--- src/hdl/asc85_pkg.sv ---
`timescale 1ns / 1ps

package asc85_pkg;

    // Character codes and group geometry of the Ascii85 alphabet.
    localparam logic [7:0] FirstDigit  = 8'd33;   // '!'
    localparam logic [7:0] LastDigit   = 8'd117;  // 'u'
    localparam logic [7:0] ZeroRunChar = 8'd122;  // 'z'
    localparam logic [7:0] SpaceChar   = 8'd32;
    localparam logic [7:0] CrChar      = 8'd13;
    localparam logic [7:0] LfChar      = 8'd10;
    localparam logic [31:0] DigitBase  = 32'd85;
    localparam int unsigned GroupBytes = 4;

    // One input request: a text character or the end marker.
    typedef struct packed {
        logic [7:0] char_code;
        logic       end_of_text;
    } char_item_t;

    // One output request: a decoded byte.
    typedef struct packed {
        logic [7:0] data_byte;
        logic       last_of_run;
    } byte_item_t;

    // Accumulator state of the current group.
    typedef struct packed {
        logic [31:0] group_value;
        logic [2:0]  digit_count;
    } group_state_t;

    // Bytes produced by one input request, taken from the top of the word.
    typedef struct packed {
        logic [31:0] word;
        logic [2:0]  byte_count;
    } step_result_t;

    // Scale that appends the missing digits of a group: 85 ** (5 - held).
    function automatic logic [31:0] fill_scale(input logic [2:0] held);
        logic [31:0] scale;
        unique case (held)
            // 85 ** 5 does not fit in 32 bits; this is its value modulo 2^32.
            3'd0:    scale = 32'd142085829;
            3'd1:    scale = 32'd52200625;
            3'd2:    scale = 32'd614125;
            3'd3:    scale = 32'd7225;
            3'd4:    scale = 32'd85;
            default: scale = 32'd1;
        endcase
        return scale;
    endfunction

endpackage

--- src/hdl/ascii85_stream_decoder.sv ---
`timescale 1ns / 1ps

// Channel  Payload      Handshake               Direction
// char     char_item_t  char_valid, char_stall  text characters and end marker in
// byte     byte_item_t  byte_valid, byte_stall  decoded bytes out, MSB of group first
//
// A character enters an input register and is decoded into a result register once the
// serializer is free or finishing; whitespace and digits that do not complete a group
// release no bytes. A request that releases n bytes holds the byte serializer until all
// n are taken (four for a full group), and the input register holds the next character meanwhile.
// Reset clears the group accumulator, the input register and the serializer.
// byte_stall freezes the current byte; char_stall rises only while both stages are full.

module ascii85_stream_decoder
    import asc85_pkg::*;
(
    input  logic       clk,
    input  logic       rst_n,
    input  logic       char_valid,
    output logic       char_stall,
    input  char_item_t char_data,
    output logic       byte_valid,
    input  logic       byte_stall,
    output byte_item_t byte_data
);

    logic         in_full_reg;
    logic         in_full_next;
    char_item_t   in_item_reg;
    group_state_t state_reg;
    group_state_t state_next;
    step_result_t step_result;
    logic [31:0]  res_word_reg;
    logic [2:0]   res_left_reg;
    logic [2:0]   res_left_next;
    logic [1:0]   res_pos_reg;
    logic [1:0]   res_pos_next;
    logic         char_take;
    logic         byte_take;
    logic         advance;

    // Decode of the held request against the group state.
    asc85_group_step u_step (
        .state      (state_reg),
        .item       (in_item_reg),
        .state_next (state_next),
        .result     (step_result)
    );

    // Handshake: the held request moves on once the serializer is free or finishing.
    assign byte_valid = (res_left_reg != 3'd0);
    assign byte_take  = byte_valid && !byte_stall;
    assign advance    = in_full_reg
                     && ((res_left_reg == 3'd0) || ((res_left_reg == 3'd1) && byte_take));
    assign char_stall = in_full_reg && !advance;
    assign char_take  = char_valid && !char_stall;

    // Output byte selection, big-endian within the group.
    always_comb
    begin
        case (res_pos_reg)
            2'd0:    byte_data.data_byte = res_word_reg[31:24];
            2'd1:    byte_data.data_byte = res_word_reg[23:16];
            2'd2:    byte_data.data_byte = res_word_reg[15:8];
            default: byte_data.data_byte = res_word_reg[7:0];
        endcase
        byte_data.last_of_run = (res_left_reg == 3'd1);
    end

    // Next values of the input stage and the serializer.
    always_comb
    begin
        in_full_next  = in_full_reg;
        res_left_next = res_left_reg;
        res_pos_next  = res_pos_reg;
        if (char_take)
        begin
            in_full_next = 1'b1;
        end
        else if (advance)
        begin
            in_full_next = 1'b0;
        end
        if (advance)
        begin
            res_left_next = step_result.byte_count;
            res_pos_next  = 2'd0;
        end
        else if (byte_take)
        begin
            res_left_next = res_left_reg - 3'd1;
            res_pos_next  = res_pos_reg + 2'd1;
        end
    end

    // Control state and group accumulator.
    always_ff @(posedge clk or negedge rst_n)
    begin
        if (!rst_n)
        begin
            in_full_reg  <= 1'b0;
            res_left_reg <= 3'd0;
            res_pos_reg  <= 2'd0;
            state_reg    <= '0;
        end
        else
        begin
            in_full_reg  <= in_full_next;
            res_left_reg <= res_left_next;
            res_pos_reg  <= res_pos_next;
            if (advance)
            begin
                state_reg <= state_next;
            end
        end
    end

    // Payload registers.
    always_ff @(posedge clk)
    begin
        if (char_take)
        begin
            in_item_reg <= char_data;
        end
        if (advance)
        begin
            res_word_reg <= step_result.word;
        end
    end

    // The digit count never leaves the range of a partial group.
    assert property (@(posedge clk) disable iff (!rst_n)
        state_reg.digit_count <= 3'd4)
        else $error("digit count out of range");

    // An empty group always has a zero accumulator.
    assert property (@(posedge clk) disable iff (!rst_n)
        (state_reg.digit_count == 3'd0) |-> (state_reg.group_value == 32'd0))
        else $error("accumulator not cleared with empty group");

    // A held request that cannot move on stays in the input register unchanged.
    assert property (@(posedge clk) disable iff (!rst_n)
        (in_full_reg && !advance) |=> (in_full_reg && $stable(in_item_reg)))
        else $error("held request lost or changed");

    // After a byte is taken with more to come, the next byte follows in order.
    assert property (@(posedge clk) disable iff (!rst_n)
        (byte_take && (res_left_reg > 3'd1))
        |=> (byte_valid && (res_pos_reg == ($past(res_pos_reg) + 2'd1))))
        else $error("byte sequence broken");

endmodule

--- src/hdl/asc85_group_step.sv ---
`timescale 1ns / 1ps

module asc85_group_step
    import asc85_pkg::*;
(
    input  group_state_t state,
    input  char_item_t   item,
    output group_state_t state_next,
    output step_result_t result
);

    logic        is_space;
    logic        is_zero_run;
    logic        is_digit;
    logic        use_fill;
    logic [31:0] digit_value;
    logic [31:0] scale;
    logic [31:0] addend;
    logic [31:0] product;
    logic [31:0] sum;

    // Classify the character.
    assign is_space    = (item.char_code == SpaceChar) || (item.char_code == CrChar)
                      || (item.char_code == LfChar);
    assign is_zero_run = (item.char_code == ZeroRunChar);
    assign is_digit    = (item.char_code >= FirstDigit) && (item.char_code <= LastDigit);
    assign digit_value = is_digit ? {24'd0, item.char_code - FirstDigit} : 32'd0;

    // The end marker and 'z' both append the missing digits of the group at once.
    assign use_fill = item.end_of_text || is_zero_run;
    assign scale    = use_fill ? fill_scale(state.digit_count) : DigitBase;

    // Padding with 'u' digits adds 85**n - 1 to the scaled value.
    always_comb
    begin
        if (item.end_of_text)
        begin
            addend = scale - 32'd1;
        end
        else if (is_zero_run)
        begin
            addend = 32'd0;
        end
        else
        begin
            addend = digit_value;
        end
    end

    // One multiply and one add, both modulo 2^32.
    assign product = 32'(state.group_value * scale);
    assign sum     = product + addend;

    // Next group state and the bytes this request releases.
    always_comb
    begin
        state_next        = state;
        result.word       = sum;
        result.byte_count = 3'd0;
        if (item.end_of_text)
        begin
            state_next = '0;
            if (state.digit_count >= 3'd2)
            begin
                result.byte_count = state.digit_count - 3'd1;
            end
        end
        else if (is_space)
        begin
            state_next = state;
        end
        else if (is_zero_run)
        begin
            // The group completes and the same number of zero digits stays held.
            state_next.group_value = 32'd0;
            result.byte_count      = 3'(GroupBytes);
        end
        else if (state.digit_count >= 3'd4)
        begin
            state_next        = '0;
            result.byte_count = 3'(GroupBytes);
        end
        else
        begin
            state_next.group_value = sum;
            state_next.digit_count = state.digit_count + 3'd1;
        end
    end

endmodule

--- config.mk ---
export PLATFORM = sky130hd
export DESIGN_NAME = ascii85_stream_decoder
export DESIGN_NICKNAME = d
export VERILOG_FILES = /design/src/hdl/asc85_pkg.sv /design/src/hdl/ascii85_stream_decoder.sv /design/src/hdl/asc85_group_step.sv
export SDC_FILE = /design/constraint.sdc
export NUM_CORES = 1
export LEC_CHECK = 0
export ABC_CLOCK_PERIOD_IN_PS = 25400
export BUFFER_PORTS_ARGS = -buffer_cell sky130_fd_sc_hd__buf_2
export CORE_ASPECT_RATIO = 0.9
export CORE_MARGIN = 2
export CORE_UTILIZATION = 55
export CTS_CLUSTER_SIZE = 8
export DETAILED_ROUTE_END_ITERATION = 10
export GPL_ROUTABILITY_DRIVEN = 0
export PLACE_DENSITY = 0.79
export SLEW_MARGIN = 20
export SYNTH_ARGS = -nofsm -noshare
export SYNTH_HDL_FRONTEND = slang
export SYNTH_SLANG_ARGS = --single-unit
--- constraint.sdc ---
create_clock -name clk -period 25.4 [get_ports clk]
set_input_delay 3.81 -clock clk [delete_from_list [all_inputs] [get_ports clk]]
set_output_delay 3.81 -clock clk [all_outputs]
set_load 0.03 [all_outputs]
Word level (Yosys, flattened, before mapping):

Cells that the tools add are included.
Widths: inputs -> output; s select.

* reduce and logical (&&, ||, !) cells: 21
* order comparisons: 4
* mux-type cells: 22
* add/subtract/negate cells: 7
* multiply operators: 1
* equality and inequality tests: 13

Operators with widths (count)
* $pmux 28 s5: 1
* $mux 35: 3
* $mux 32: 3
* $add 32x32->32: 1
* $mul 32x32->32: 1
* $sub 32x1->32 const B: 1
* $mux 28: 1
* $mux 3: 8
* $pmux 8 s3: 1
* $eq 8x4->1 const B: 2
* $eq 8x6->1 const B: 1
* $eq 8x7->1 const B: 1
* $ge 8x6->1 const B: 1
* $le 8x7->1 const B: 1
* $mux 8: 1
* $sub 8x6->8 const B: 1
* $eq 3x1->1 const B: 2
* $eq 3x2->1 const B: 2
* $logic_and 1x1->1: 6
* $logic_not 3->1: 2
* $sub 3x1->3 const B: 2
* $logic_or 1x1->1: 4
* $mux 2: 2
* $ne 2x2->1 const B: 2
* other kinds (14): 18

* input port bits: 13
* flip-flop bits (word level): 82
* word-level logic and storage cells: 76

Depth between registers and ports, before layout:

* depth in word-level cells: 10
* mapped depth: 34

By module:

Synthesis repeated with hierarchy kept, for this count alone.

* cell total of the unflattened synthesis: 1912
* area, all modules: 18584.1 um^2

By module, submodules not included
* asc85_group_step: cells each 1721, area each 15273.4 um^2, instances 1, seq. area each 0.0 um^2
* ascii85_stream_decoder: cells each 191, area each 3310.7 um^2, instances 1, seq. area each 2257.2 um^2

Worst setup path after synthesis:

No wires, ideal clock.

* path type: register to register
* start point: register state_reg[1] (netlist bit)
* end point: register state_reg[26] (netlist bit)
* slack: 16.895 ns
* clock period less this slack: 8.505 ns
* required time: 25.279 ns
* stages on the path, launching flop included: 34
* path buffers: 3
* library setup time: 0.121 ns
* data arrival time: 8.384 ns
* cells stage by stage: dfrtp_1 clkinv_1 clkbuf_1 ha_1 inv_1 clkbuf_1 a221oi_2 clkbuf_1 nand2_1 fa_1 inv_1 fa_1 fa_1 inv_1 fa_1 inv_1 fa_1 inv_1 fa_1 inv_1 fa_1 inv_1 fa_1 inv_1 ha_1 and3_1 and2_1 and2_1 and3_1 or2_2 a211o_1 a21oi_1 xnor2_1 a22o_1

RTL lines
* from (decl): RTL line ascii85_stream_decoder.sv:30 `group_state_t state_reg;`
* from (signal assigned): RTL line ascii85_stream_decoder.sv:113 `state_reg <= state_next;`

==> results.py <==
metrics = {
    "final_layout": {
        "nets": 2386,
        "fill_cells": 2582,
        "multiInputGateArea_um2": 13420,
        "post_route_utilization_pct": 58.43,
        "drive_gt1_share_pct": 4.496,
        "area_growth_pct": 4.631,
        "finalInstanceArea_um2": 18630,
        "area.sequential_um2": 2257,
        "largest_register_ffs": 35,
    },
    "clock_network": {
        "cts_hold_buffers": 0,
        "post-cts-setup-buffers": 0,
        "clockBufferDepth": 2,
        "tritoncts": "built",
        "clock_tree.htree_level_count": 3,
        "post_cts_resized": 0,
        "clock_sinks": 82,
        "clk-insertion-delay-late_ps": 350,
        "clockRootBuffer": "clkbuf_16",
        "cts.clk_slew.worst_paths_ps": 70,
        "cts_buffers": 9,
    },
    "logic_synthesis": {
        "yosys_register_bits": 82,
        "yosys.area.top_type": "fa_1",
        "yosysWarningCount": 0,
        "share_of_the_synthesized_area_in_the_top_cell_type_pct": 36.65,
        "synth-seq-area-share_pct": 12.68,
        "yosysMostFrequentCell": "inv_1",
        "number_of_flops_mapped_to_enable_cells_by_yosys": 41,
        "post_synth_most_frequent_cells": "inv_1, fa_1, ha_1",
        "ys_async_sr_fraction_pct": 50.00,
        "synthesis.area_per_instance_um2": 9.709,
        "synthesis.area_um2": 17810,
        "ys.flop_type": "edfxtp_1",
        "mappedNetlistNets": 2401,
        "synthTopCellsByArea": "fa_1, ha_1, inv_1",
        "synthCells": 1834,
        "synth_cell_types": 66,
    },
    "die": {
        "dieArea_um2": 33830,
        "initial_utilization_pct": 55.85,
        "rows": 62,
        "die_w_um": 193.7,
        "core-area_um2": 31880,
        "die_height_um": 174.7,
        "number_of_i_o_pins": 24,
    },
    "grt": {
        "grt_max_degree": 62,
        "aggregate_global_routing_overflow": 0,
        "first_global_vias": 14280,
        "total_routing_resource_utilization_after_global_routing_pct": 31.13,
        "grt_first_pass_wirelength_um": 79980,
        "grt_antenna_before_repair": 0,
    },
    "place": {
        "dp_wirelength_um": 42870,
        "port-buffer-count": 23,
        "placedInstanceArea_um2": 18310,
        "pre_cts_ws_ps": 15950,
    },
    "worst_setup_path": {
        "crit_required_ps": 25500,
        "r2r_slack_ps": 15740,
        "reg2reg_capture_point": "res_word_reg[29]",
        "slowest_delay_ps": 670,
        "crit_path_top_delay_cell": "clkinv_1",
        "critical_path.top_delay_family": "adder cells",
        "critPathKind": "reg -> reg",
        "worstPathMaxFanout": 27,
        "critPathCaptureType": "flop",
        "crit_path_frequent_cell": "fa_1",
        "critical_path_buf_inv_count": 8,
        "r2r_start": "state_reg[1]",
        "worst_ep_arrival_time_ps": 9750,
        "r2r.worst_path.cells": 29,
        "start_kind": "flop",
    },
    "worst_hold_path": {
        "min-delay-path-class": "reg -> reg",
        "hold_path_startpoint": "in_full_reg",
        "hold_path_end": "in_full_reg",
        "min_delay_path_depth": 2,
    },
    "timing": {
        "post-route-period-util_pct": 38.02,
        "fin_skew_ps": 6.785,
        "timing.max_slew.rel_slack_pct": 28.17,
        "drv_slew": 0,
        "layout_min_cycle_time_ps": 9657,
        "timing_worst_slew_pin_value_ps": 1068,
        "timing.final.setup_violations": 0,
        "grt_setup_unrepaired": "no",
        "clock.fmax_mhz": 103.6,
        "report.final.hold_viol_count": 0,
        "setup_slack_ps": 15740,
        "timing.setup.tns_ps": 0,
    },
    "drt": {
        "drc": 0,
        "ant_nets": 0,
        "avgViaCountPerCell": 5.889,
        "routedWlPerCell_um": 22.61,
        "routed-via-count": 13200,
        "detail_route.iter0.violations": 1517,
        "firstDrtPassIters": 9,
        "postRouteWirelength_um": 50660,
    },
    "run_status": {
        "status": "finished, final reports clean",
    },
    "run": {
        "max-cap-violations": 0,
    },
}
==> worst reg2reg max path: cells and delay by family (launching register included) <==
family / cells / cell delay, ps
adders and majority gates: 10 / 4960
buffers and inverters: 8 / 1330
and+or+nand+nor: 5 / 1310
AOI/OAI and AO/OA: 6 / 1190
DFF: 1 / 620
==> layer usage <==
layer  vias up  GRT usage [%]  routed length [µm]
li1       5630              -                   -
met1      6452          42.34               19540
met2       903          46.19               21670
met3       213          8.049                6336
met4         0          16.22                3123
met5         -              0                   0
==> metrics by stage <==
stage,hold WS (ps),cells
2_1_floorplan,481.5,1834
3_3_place_gp,517.1,2224
3_5_place_dp,533.7,2224
4_1_cts,553.6,2240
5_1_grt,600.0,2240
6_report,548.2,2241
==> cells by family (layout without fill, tap and decap cells) <==
family          Yosys count  count (layout)  share of synthesized area (%)
xor+xnor                 74              74                          4.076
fa+ha+maj               554             554                          52.67
compound gates          183             183                          7.238
flops                    82              82                          12.68
buf+inv                 567             557                          12.03
other cells               0               1                              0
mux                      10              10                         0.5622
simple gates            364             364                          10.74
==> worst max path at each step <==
stage | from | endpoint | slack, ps | depth (start not counted)
6_report | state_reg[1] | res_word_reg[29] | 15740 | 29
5_1_grt | state_reg[1] | state_reg[33] | 15270 | 31
4_1_cts | state_reg[1] | state_reg[33] | 15890 | 31
3_5_place_dp | state_reg[1] | state_reg[33] | 15950 | 31
3_3_place_gp | state_reg[1] | res_word_reg[29] | 16180 | 29
2_1_floorplan | state_reg[1] | state_reg[26] | 16890 | 33
==> layout make-up <==
class / count / share of cell area, %
clock buffer: 10 / 1.343
tap: 416 / 2.794
sequential: 82 / 12.12
multi-input combinational: 1185 / 72.03
clock inverter: 6 / 0.3425
inverter: 503 / 10.13
timing repair buffer: 38 / 1.222
antenna: 1 / 0.01343
==> layout by cell type (no fill, tap or decap), types with 3 or more instances in the layout <==
cell type and n:
a21boi_0 9, a21o_1 18, a21oi_1 47, a221oi_2 3
a222oi_1 8, a22o_1 30, a31oi_1 7, and2_1 99
and3_1 18, buf_2 23, buf_4 15, clkbuf_16 10
dfrtp_1 41, edfxtp_1 41, fa_1 326, ha_1 228
inv_1 500, mux2i_1 10, nand2_1 94, nand2b_1 7
nand3_1 5, nor2_1 54, nor2b_1 7, nor3_1 26
nor3_2 3, nor4_1 33, o21a_1 3, o21ai_0 25
o31ai_1 3, or2_2 9, xnor2_1 55, xnor3_1 4
xor2_1 13
Power is not shown: default switching activity piles up to over one toggle a cycle in this logic, so the estimate is an artifact.
